===== config.mk =====
export PLATFORM = sky130hd
export DESIGN_NAME = key_sort_engine
export DESIGN_NICKNAME = d
export VERILOG_FILES = /design/src/hdl/ks_pkg.sv /design/src/hdl/ks_cmp.sv /design/src/hdl/key_sort_engine.sv
export SDC_FILE = /design/constraint.sdc
export NUM_CORES = 2
export LEC_CHECK = 0
export BUFFER_PORTS_ARGS = -buffer_cell sky130_fd_sc_hd__buf_2
export CAP_MARGIN = 20
export CORE_MARGIN = 4
export CORE_UTILIZATION = 50
export DETAILED_ROUTE_END_ITERATION = 6
export PLACE_DENSITY = 0.7
export SYNTH_ARGS = -nofsm -noshare
export SYNTH_HDL_FRONTEND = slang
export SYNTH_SLANG_ARGS = --single-unit

===== constraint.sdc =====
create_clock -name clk_i -period 3.75 [get_ports clk_i]
set_input_delay 0.1875 -clock clk_i [delete_from_list [all_inputs] [get_ports clk_i]]
set_output_delay 0.1875 -clock clk_i [all_outputs]
set_load 0.02 [all_outputs]

===== src/hdl/ks_pkg.sv =====
// shared types and constants for the key sort engine
package ks_pkg;

  // default capacity and stored key width
  localparam int unsigned KS_MAX_ITEMS = 64;
  localparam int unsigned KS_KEY_WIDTH = 32;

  // width of the key fields on the ports
  localparam int unsigned KS_IO_WIDTH = 32;

  // input beat: one key of the set
  typedef struct packed {
    logic [KS_IO_WIDTH-1:0] key;
    logic                   last_in;
  } ks_item_t;

  // result beat: one key of the sorted run
  typedef struct packed {
    logic [KS_IO_WIDTH-1:0] sorted_key;
    logic                   last_out;
    logic                   overflow;
  } ks_result_t;

endpackage


===== src/hdl/ks_cmp.sv =====
// shared key comparator: a greater than b in unsigned or two's-complement order
module ks_cmp #(
  parameter int unsigned KEY_WIDTH = 32
) (
  input  logic                 signed_i,
  input  logic [KEY_WIDTH-1:0] a_i,
  input  logic [KEY_WIDTH-1:0] b_i,
  output logic                 gt_o
);

  logic [KEY_WIDTH-1:0] flip;
  logic [KEY_WIDTH-1:0] a_ord;
  logic [KEY_WIDTH-1:0] b_ord;

  // flipping the sign bit maps signed order onto unsigned order
  assign flip  = {signed_i, {(KEY_WIDTH-1){1'b0}}};
  assign a_ord = a_i ^ flip;
  assign b_ord = b_i ^ flip;
  assign gt_o  = a_ord > b_ord;

endmodule


===== src/hdl/key_sort_engine.sv =====
// key sort engine: loads a set of keys, insertion sorts them in place, streams them out
// Load: one key per cycle while busy is low; the beat with last_in starts the sort.
// Sort: one shared comparator over a simple dual-port key memory; each key passes FETCH
//   and CUR, then one CMP per shifted entry, then a final CMP or, at entry 0, PLACE.
// Output: after the sort, results come from the registered read port, one result per cycle, n in all;
//   the receiver cannot stall, and busy drops as the final result is shown.
// Reset clears the sequencer, key count, flags and signed_q; the key memory is not cleared.
module key_sort_engine
  import ks_pkg::*;
#(
  parameter int unsigned MAX_ITEMS = KS_MAX_ITEMS,
  parameter int unsigned KEY_WIDTH = KS_KEY_WIDTH
) (
  input  logic       clk_i,
  input  logic       rst_ni,
  input  logic       start,
  output logic       busy,
  input  ks_item_t   item_i,
  output logic       res_strobe_o,
  output ks_result_t result_o,
  input  logic       cfg_valid_i,
  output logic       cfg_ready_o,
  input  logic       cfg_data_i
);

  localparam int unsigned CW = $clog2(MAX_ITEMS + 1);
  localparam int unsigned AW = $clog2(MAX_ITEMS);

  // sequencer codes
  localparam logic [2:0] S_IDLE  = 3'd0;
  localparam logic [2:0] S_FETCH = 3'd1;
  localparam logic [2:0] S_CUR   = 3'd2;
  localparam logic [2:0] S_CMP   = 3'd3;
  localparam logic [2:0] S_PLACE = 3'd4;
  localparam logic [2:0] S_OUT   = 3'd5;

  logic [2:0]           state_q, state_d;
  logic [CW-1:0]        cnt_q, cnt_d;
  logic [CW-1:0]        i_q, i_d;
  logic [AW-1:0]        j_q, j_d;
  logic [CW-1:0]        o_q, o_d;
  logic [KEY_WIDTH-1:0] cur_q, cur_d;
  logic                 dropped_q, dropped_d;
  logic                 ovf_q, ovf_d;
  logic                 mode_q, mode_d;
  logic                 signed_q;
  logic                 pend_q, pend_d;
  logic                 lastq_q, lastq_d;

  logic [KEY_WIDTH-1:0] mem [MAX_ITEMS];
  logic [KEY_WIDTH-1:0] rd_q;
  logic [AW-1:0]        ra;
  logic                 we;
  logic [AW-1:0]        wa;
  logic [KEY_WIDTH-1:0] wd;

  logic                 accept;
  logic                 full;
  logic [CW-1:0]        n_new;
  logic [CW-1:0]        i_next;
  logic                 gt;
  logic [KEY_WIDTH-1:0] key_in;
  logic [CW-1:0]        n_last;

  // key narrowing or zero-extension on the way in
  if (KEY_WIDTH <= KS_IO_WIDTH) begin : g_in_narrow
    assign key_in = item_i.key[KEY_WIDTH-1:0];
  end else begin : g_in_wide
    assign key_in = {{(KEY_WIDTH-KS_IO_WIDTH){1'b0}}, item_i.key};
  end

  // key narrowing or zero-extension on the way out
  if (KEY_WIDTH >= KS_IO_WIDTH) begin : g_out_narrow
    assign result_o.sorted_key = rd_q[KS_IO_WIDTH-1:0];
  end else begin : g_out_wide
    assign result_o.sorted_key = {{(KS_IO_WIDTH-KEY_WIDTH){1'b0}}, rd_q};
  end

  assign result_o.last_out = lastq_q;
  assign result_o.overflow = ovf_q;
  assign res_strobe_o      = pend_q;

  assign busy        = (state_q != S_IDLE);
  assign accept      = start && !busy;
  assign cfg_ready_o = 1'b1;

  assign full   = (cnt_q == CW'(MAX_ITEMS));
  assign n_new  = full ? cnt_q : cnt_q + CW'(1);
  assign i_next = i_q + CW'(1);
  assign n_last = cnt_q - CW'(1);

  // shared comparator: stored neighbour against the key being inserted
  ks_cmp #(
    .KEY_WIDTH (KEY_WIDTH)
  ) u_cmp (
    .signed_i (mode_q),
    .a_i      (rd_q),
    .b_i      (cur_q),
    .gt_o     (gt)
  );

  // sequencer
  always_comb begin
    state_d   = state_q;
    cnt_d     = cnt_q;
    i_d       = i_q;
    j_d       = j_q;
    o_d       = o_q;
    cur_d     = cur_q;
    dropped_d = dropped_q;
    ovf_d     = ovf_q;
    mode_d    = mode_q;
    pend_d    = 1'b0;
    lastq_d   = lastq_q;
    ra        = i_q[AW-1:0];
    we        = 1'b0;
    wa        = cnt_q[AW-1:0];
    wd        = key_in;
    unique case (state_q)
      S_IDLE: begin
        if (accept) begin
          if (!full) begin
            we    = 1'b1;
            cnt_d = cnt_q + CW'(1);
          end else begin
            dropped_d = 1'b1;
          end
          if (item_i.last_in) begin
            ovf_d     = dropped_q || full;
            dropped_d = 1'b0;
            mode_d    = signed_q;
            i_d       = CW'(1);
            o_d       = '0;
            state_d   = (n_new == CW'(1)) ? S_OUT : S_FETCH;
          end
        end
      end
      S_FETCH: begin
        ra      = i_q[AW-1:0];
        state_d = S_CUR;
      end
      S_CUR: begin
        cur_d   = rd_q;
        ra      = AW'(i_q - CW'(1));
        j_d     = i_q[AW-1:0];
        state_d = S_CMP;
      end
      S_CMP: begin
        we = 1'b1;
        wa = j_q;
        if (gt) begin
          // shift the neighbour up and look one further down
          wd  = rd_q;
          j_d = j_q - AW'(1);
          ra  = j_q - AW'(2);
          if (j_q == AW'(1)) begin
            state_d = S_PLACE;
          end
        end else begin
          wd  = cur_q;
          i_d = i_next;
          state_d = (i_next == cnt_q) ? S_OUT : S_FETCH;
        end
      end
      S_PLACE: begin
        we      = 1'b1;
        wa      = '0;
        wd      = cur_q;
        i_d     = i_next;
        state_d = (i_next == cnt_q) ? S_OUT : S_FETCH;
      end
      S_OUT: begin
        // read one entry a cycle, the beat shows on the next cycle
        ra      = o_q[AW-1:0];
        pend_d  = 1'b1;
        lastq_d = (o_q == n_last);
        o_d     = o_q + CW'(1);
        if (o_q == n_last) begin
          cnt_d   = '0;
          state_d = S_IDLE;
        end
      end
      default: begin
        state_d = S_IDLE;
      end
    endcase
  end

  // control registers
  always_ff @(posedge clk_i or negedge rst_ni) begin
    if (!rst_ni) begin
      state_q   <= S_IDLE;
      cnt_q     <= '0;
      i_q       <= '0;
      j_q       <= '0;
      o_q       <= '0;
      dropped_q <= 1'b0;
      ovf_q     <= 1'b0;
      mode_q    <= 1'b0;
      signed_q  <= 1'b0;
      pend_q    <= 1'b0;
      lastq_q   <= 1'b0;
    end else begin
      state_q   <= state_d;
      cnt_q     <= cnt_d;
      i_q       <= i_d;
      j_q       <= j_d;
      o_q       <= o_d;
      dropped_q <= dropped_d;
      ovf_q     <= ovf_d;
      mode_q    <= mode_d;
      pend_q    <= pend_d;
      lastq_q   <= lastq_d;
      if (cfg_valid_i && cfg_ready_o) begin
        signed_q <= cfg_data_i;
      end
    end
  end

  // key being inserted
  always_ff @(posedge clk_i) begin
    cur_q <= cur_d;
  end

  // key memory: one write port, one registered read port
  always_ff @(posedge clk_i) begin
    if (we) begin
      mem[wa] <= wd;
    end
    rd_q <= mem[ra];
  end

endmodule

# Word-level counts from Yosys, hierarchy flattened
# Memory sizes are Yosys's and may differ from the RTL's. A register that Yosys moved wholly into a read port is not among the register bits.
# Cells that the tools add are included.
[totals]
register_bits = 68
ram_bits = 2048
inputBits = 38
elab_cells = 90
memories = 1
[memory_table]
columns = ["name", "words", "word_bits", "rd", "rd_clocked_by_memory_dff", "wr", "line_no", "source"]
rows = [
  ["mem", 64, 32, 1, 1, 1, "key_sort_engine.sv:50", "logic [KEY_WIDTH-1:0] mem [MAX_ITEMS];"],
]
[classes]
n_addsub = 7
order_cmp = 1
n_eq_ne = 16
mux = 34
bitwise_logic = 2
n_reduce_logical = 17
[ops]
columns = ["cell", "count"]
rows = [
  ["32-bit case mux with 2 select lines", 1],
  ["32-bit bitwise XOR", 2],
  ["7-bit 2-to-1 mux", 8],
  ["32-bit greater-than comparator", 1],
  ["32-bit 2-to-1 mux", 1],
  ["7-bit case mux with 2 select lines", 2],
  ["6-bit case mux with 2 select lines", 2],
  ["7-bit by 1-bit adder with 7-bit output (second input constant)", 3],
  ["3-bit 2-to-1 mux", 7],
  ["7-bit case mux with 3 select lines", 1],
  ["3-bit case mux with 6 select lines", 1],
  ["6-bit case mux with 3 select lines", 1],
  ["7-bit equality test", 2],
  ["6-bit 2-to-1 mux", 2],
  ["3-bit AND reduction", 4],
  ["6-bit by 1-bit subtractor with 6-bit output (second input constant)", 2],
  ["2-bit != test (second input constant)", 5],
  ["4-bit AND reduction", 2],
  ["7-bit by 1-bit equality test with 1-bit output (second input constant)", 1],
  ["7-bit equality test (second input constant)", 1],
  ["1-bit 2-to-1 mux", 7],
  ["7-bit by 1-bit subtractor with 7-bit output (second input constant)", 1],
  ["3-bit by 2-bit equality test with 1-bit output (second input constant)", 2],
  ["3-bit equality test (second input constant)", 2],
  ["other kinds (13)", 16],
]

# Longest topological paths before layout
[logic_depth]
word_depth = 7
mapped_depth = 19
ltp_nobuf = 13

# Hierarchy
# A second synthesis with hierarchy kept.
[unflattened]
cells_unflattened = 5227
area_unflattened_um2 = 89176.8
[modules_own_cells]
columns = ["module", "instances", "cells_per_inst", "area_per_inst_um2", "seq_area_each_um2"]
rows = [
  ["key_sort_engine", 1, 5114, 88357.2, 64001.4],
  ["ks_cmp", 1, 113, 819.5, 0.0],
]

# Least setup slack after synthesis
# No wires, ideal clock.
[synth_timing]
path_type = "register to register"
startpoint = "reg rd_q[15] (read register of mem)"
endpoint = "reg rd_q[18] (read register of mem)"
t_arrival_ns = 3.845
t_required_ns = 3.616
setup_slack_ns = -0.229
stages_incl_launch_ff = 15
cell_sequence = "dfxtp_1 -> ha_1 -> nand4_1 -> a2111o_1 -> a31o_1 -> buf_6 -> a211o_1 -> nand3_1 -> clkbuf_1 -> buf_1 -> mux2i_1 -> a221oi_1 -> nor4_1 -> o22ai_1 -> or4_1"
[synth_between]
elab_chain_len = 4
[synth_lines]
columns = ["element", "line_no", "source"]
rows = [
  ["start: declaration", "key_sort_engine.sv:51", "logic [KEY_WIDTH-1:0] rd_q;"],
  ["32-bit bitwise XOR", "ks_cmp.sv:17", "assign a_ord = a_i ^ flip;"],
  ["32-bit greater-than comparator", "ks_cmp.sv:19", "assign gt_o = a_ord > b_ord;"],
  ["6-bit 2-to-1 mux", "key_sort_engine.sv:151", "if (gt) begin"],
  ["6-bit case mux with 3 select lines", "key_sort_engine.sv:119", "unique case (state_q)"],
]
# No other way between the ends.
# A chain may end at the register's enable or synchronous reset.

# Final worst setup path
[layout_timing]
startpoint = "reg cur_q[27]"
endpoint = "reg rd_q[21] (read register of mem)"
[layout_between]
elab_chain_len = 4
[layout_lines]
columns = ["element", "line_no", "source"]
rows = [
  ["start: declaration", "key_sort_engine.sv:42", "logic [KEY_WIDTH-1:0] cur_q, cur_d;"],
  ["start signal: assignment", "key_sort_engine.sv:222", "cur_q <= cur_d;"],
  ["32-bit bitwise XOR", "ks_cmp.sv:18", "assign b_ord = b_i ^ flip;"],
  ["32-bit greater-than comparator", "ks_cmp.sv:19", ""],
  ["6-bit 2-to-1 mux", "key_sort_engine.sv:151", ""],
  ["6-bit case mux with 3 select lines", "key_sort_engine.sv:119", ""],
]
# No other way between the ends.

==> results.yml <==
worst_setup_path:
  start_kind: "flip-flop"
  timing_worst_setup_path_type: "reg2reg"
  critical_path_launch_point: "cur_q[27]$_DFFE_PP_"
  largest_stage_delay_on_the_critical_path_ns: 0.55
  worst_setup_path_end_kind: "flip-flop"
  path_buf_inv: 7
  critical_path.slowest_cell: "or4_4"
  path_length_in_cells_of_the_critical_path: 19
  path_max_fanout: 7
  path_delay_family: "simple AND/OR/NAND/NOR gates"
  timing.critical_path.cells: "inv_2 > ha_4 > nand2_4 > nor4_4 > buf_4 > o211ai_1 > a21o_4 > buf_4 > a211o_4 > nand3_4 > buf_12 > bufbuf_16 > buf_4 > mux2i_1 > a221oi_1 > nor4_1 > buf_4 > o22ai_2 > or4_4"
  r2r_cells: 19
  timing.critical_path.arrival_ns: 5.35
  critical_path.reg2reg.startpoint: "cur_q[27]$_DFFE_PP_"
  critPathMostFrequentCell: "buf_4"
  cp_data_required_time_ns: 4.48
detailed_routing:
  drc: 4
  drtPass1Iterations: 7
  routed-via-count: 59796
  drt-initial-drc-count: 9000
  antenna_violation_net_count_after_detailed_routing: 0
  routed_wirelength_microns: 278000
  avgRoutedWirePerCell_microns: 29.9
  vias_per_cell: 6.43
cts:
  inserted_clock_buffers: 210
  clkLatencyLatePin_ns: 0.87
  worst_setup_hold_path_clk_slew_ns: 0.06
  cts_max_path_buffers: 3
  sink_count_of_the_clock_tree: 2148
  clock-root-buffer: "clkbuf_16"
  cts_max_level: 4
  cts_tree: "yes"
global_routing:
  grt_antenna_before_repair: 15
  grt_pass1_wl_microns: 381000
  gr-usage-all-layers: 0.290
  grt_max_degree: 70
  globalRouteOverflowTotal: 0
  number_of_global_route_vias_before_repair: 56235
timing:
  fmax_ghz: 0.216
  rsz0062_at_grt: "yes"
  timing.final.hold_violations: 0
  finalCritPeriodShare: 1.23
  finalSetupViolations: 2158
  layout_min_cycle_time_ns: 4.63
  worst-slew-pin-transition_ns: 1.17
  setup_ws_final_ns: -0.878
  timing.final.max_slew_violations: 0
  skew_ns: 0.0468
  worst_slew_margin_rel: 0.221
layout:
  ff_latch_area_sq_um: 64000
  finish.net_count: 6970
  fraction_of_layout_cells_with_a_size_suffix_above_1: 0.252
  num-fill-cells: 11165
  finalNonFillerCells: 9295
  area.growth.synth_to_final_pct: 27.1
  multiInputGateArea_sq_um: 22300
logic_synthesis:
  synth_area_per_cell_sq_um: 14.2
  syn_area_sq_um: 85600
  synthTopCellsByArea: "edfxtp_1 73%, nand2_1 5.5%, mux2i_1 3.4%"
  number_of_synthesized_flops_with_an_enable_pin: 2080
  synth.most_common_cell: "edfxtp_1"
  synth_async_sr_flop_share: 0.0168
  ys_dominant_reg_cell: "edfxtp_1"
  yosysWarnings: 0
  synth_top_cell_area_share: 0.729
  synthesis.instances: 6035
  synth-seq-area-share: 0.747
  synth_common_cells: "2080 x edfxtp_1, 1255 x nand2_1, 348 x nand3_1, 306 x a21oi_1, 294 x mux2i_1"
  syn_nets: 6114
  synth.distinct_cells: 73
  synth.ff_latch_count: 2148
  synth_largest_area_cell: "edfxtp_1"
run:
  drv.max_cap_violation_count: 0
placement:
  port_buffers: 73
  globalplace.congestion: 0.904
  placed_cells_incl_taps: 8625
  dp_hpwl_microns: 156000
floorplanning:
  number_of_ports_placed_on_the_die_boundary: 75
  initial_utilization: 0.504
  die-height_microns: 422
  row_count: 151
  fp.coreArea_sq_um: 170000
  fp.dieArea_sq_um: 178000
  die_x_microns: 422
outcome:
  violations_in_the_final_reports: "design-rule violations, negative setup slack"
  run_status: "finished with violations"
hold_path:
  min-delay-start: "item_i[30]"
  min-delay-path-class: "in2reg"
  timing.hold.worst_path_depth: 4
-- layout make-up --
class,count,area share
Tap cell,2218,0.0255
Timing Repair Buffer,1066,0.117
Inverter,79,0.00280
Antenna cell,5,0.000115
Clock buffer,262,0.0506
Clock inverter,131,0.0120
Multi-Input combinational cell,3386,0.204
Sequential cell,2148,0.588
-- layout by cell type (no fill, tap or decap), types with 70 or more instances in the layout --
master,instances
edfxtp_1,2080
mux2i_1,270
a221oi_2,77
nor2_4,70
nand2_1,1236
clkbuf_16,245
buf_12,213
buf_4,581
buf_2,73
a21oi_1,249
nand3_1,341
nand4_1,176
a221oi_1,163
-- cell families after synthesis --
| group | Yosys count | share of synthesized area |
|---|---|---|
| compound gates | 901 | 0.0745 |
| xor+xnor | 28 | 0.00286 |
| fa+ha+maj | 41 | 0.00599 |
| buf+inv | 502 | 0.0244 |
| flops | 2148 | 0.747 |
| mux | 297 | 0.0348 |
| other cells | 1 | 0.0000438 |
| simple gates | 2117 | 0.110 |
-- final timing paths --
| check | slack (ns) | end |
|---|---|---|
| worst min register to register | 0.48 | lastq_q$_DFFE_PN0P_ |
| worst min-delay path | 0.05 | mem[45][29]$_DFFE_PP_ |
| worst max register to register | -0.88 | rd_q[21]$_DFF_P_ |
| min in group asynchronous | 0.40 | o_q[1]$_DFFE_PN0P_ |
| max in group asynchronous | 3.16 | j_q[2]$_DFFE_PN0P_ |
| worst max-delay path | -0.88 | rd_q[21]$_DFF_P_ |
-- what timing repair did --
item                                    CTS  global route
pin swaps                                98           162
hold buffers                             22             1
resized for setup                       246           368
endpoints found under the hold margin   739            10
setup endpoints to repair              2035          2188
gates cloned                             27            38
setup buffers                            70           121
-- state kept, by name, summed over array words and instances (netlist names) --
signal / count
cnt_q: 7
cur_q: 32
dropped_q: 1
i_q: 7
j_q: 6
lastq_q: 1
mem: 2048
mode_q: 1
o_q: 7
ovf_q: 1
rd_q: 32
res_strobe_o: 1
signed_q: 1
state_q: 3
-- worst register-to-register path, stage by stage, from the launching register on --
cell       delay (ns)
edfxtp_1         0.36
inv_2            0.05
ha_4             0.27
nand2_4          0.06
nor4_4           0.34
buf_4            0.20
o211ai_1         0.10
a21o_4           0.26
buf_4            0.14
a211o_4          0.35
nand3_4          0.15
buf_12           0.15
bufbuf_16        0.26
buf_4            0.11
mux2i_1          0.22
a221oi_1         0.13
nor4_1           0.44
buf_4            0.20
o22ai_2          0.13
or4_4            0.55
-- metal layers --
layer / vias up / wire length, microns / GRT usage
met5: - / 38 / 0
met4: 6 / 19800 / 0.162
met3: 932 / 34500 / 0.0623
met2: 4459 / 128000 / 0.453
met1: 29466 / 96300 / 0.381
li1: 24933 / - / -
-- through the flow --
| stage | utilization | setup slack [ns] | TNS [ns] | area, sq um | hold slack (ns) |
|---|---|---|---|---|---|
| detailed placement | 0.562 | -1.38 | -326.93 | 95500 | 0.338 |
| floorplan | - | -0.0724 | -29.56 | 85700 | -0.108 |
| global placement | 0.562 | -1.78 | -370.37 | 95400 | 0.335 |
| global route | 0.641 | -0.926 | -1222.08 | 109000 | 0.0314 |
| finish | 0.641 | -0.878 | -1057.21 | 109000 | 0.0503 |
| CTS | 0.619 | -0.763 | -581.27 | 105000 | 0.0116 |
Power is left out: the tool's default activity adds up to more than one toggle a clock period on the data nets, which glitch-free logic cannot reach.
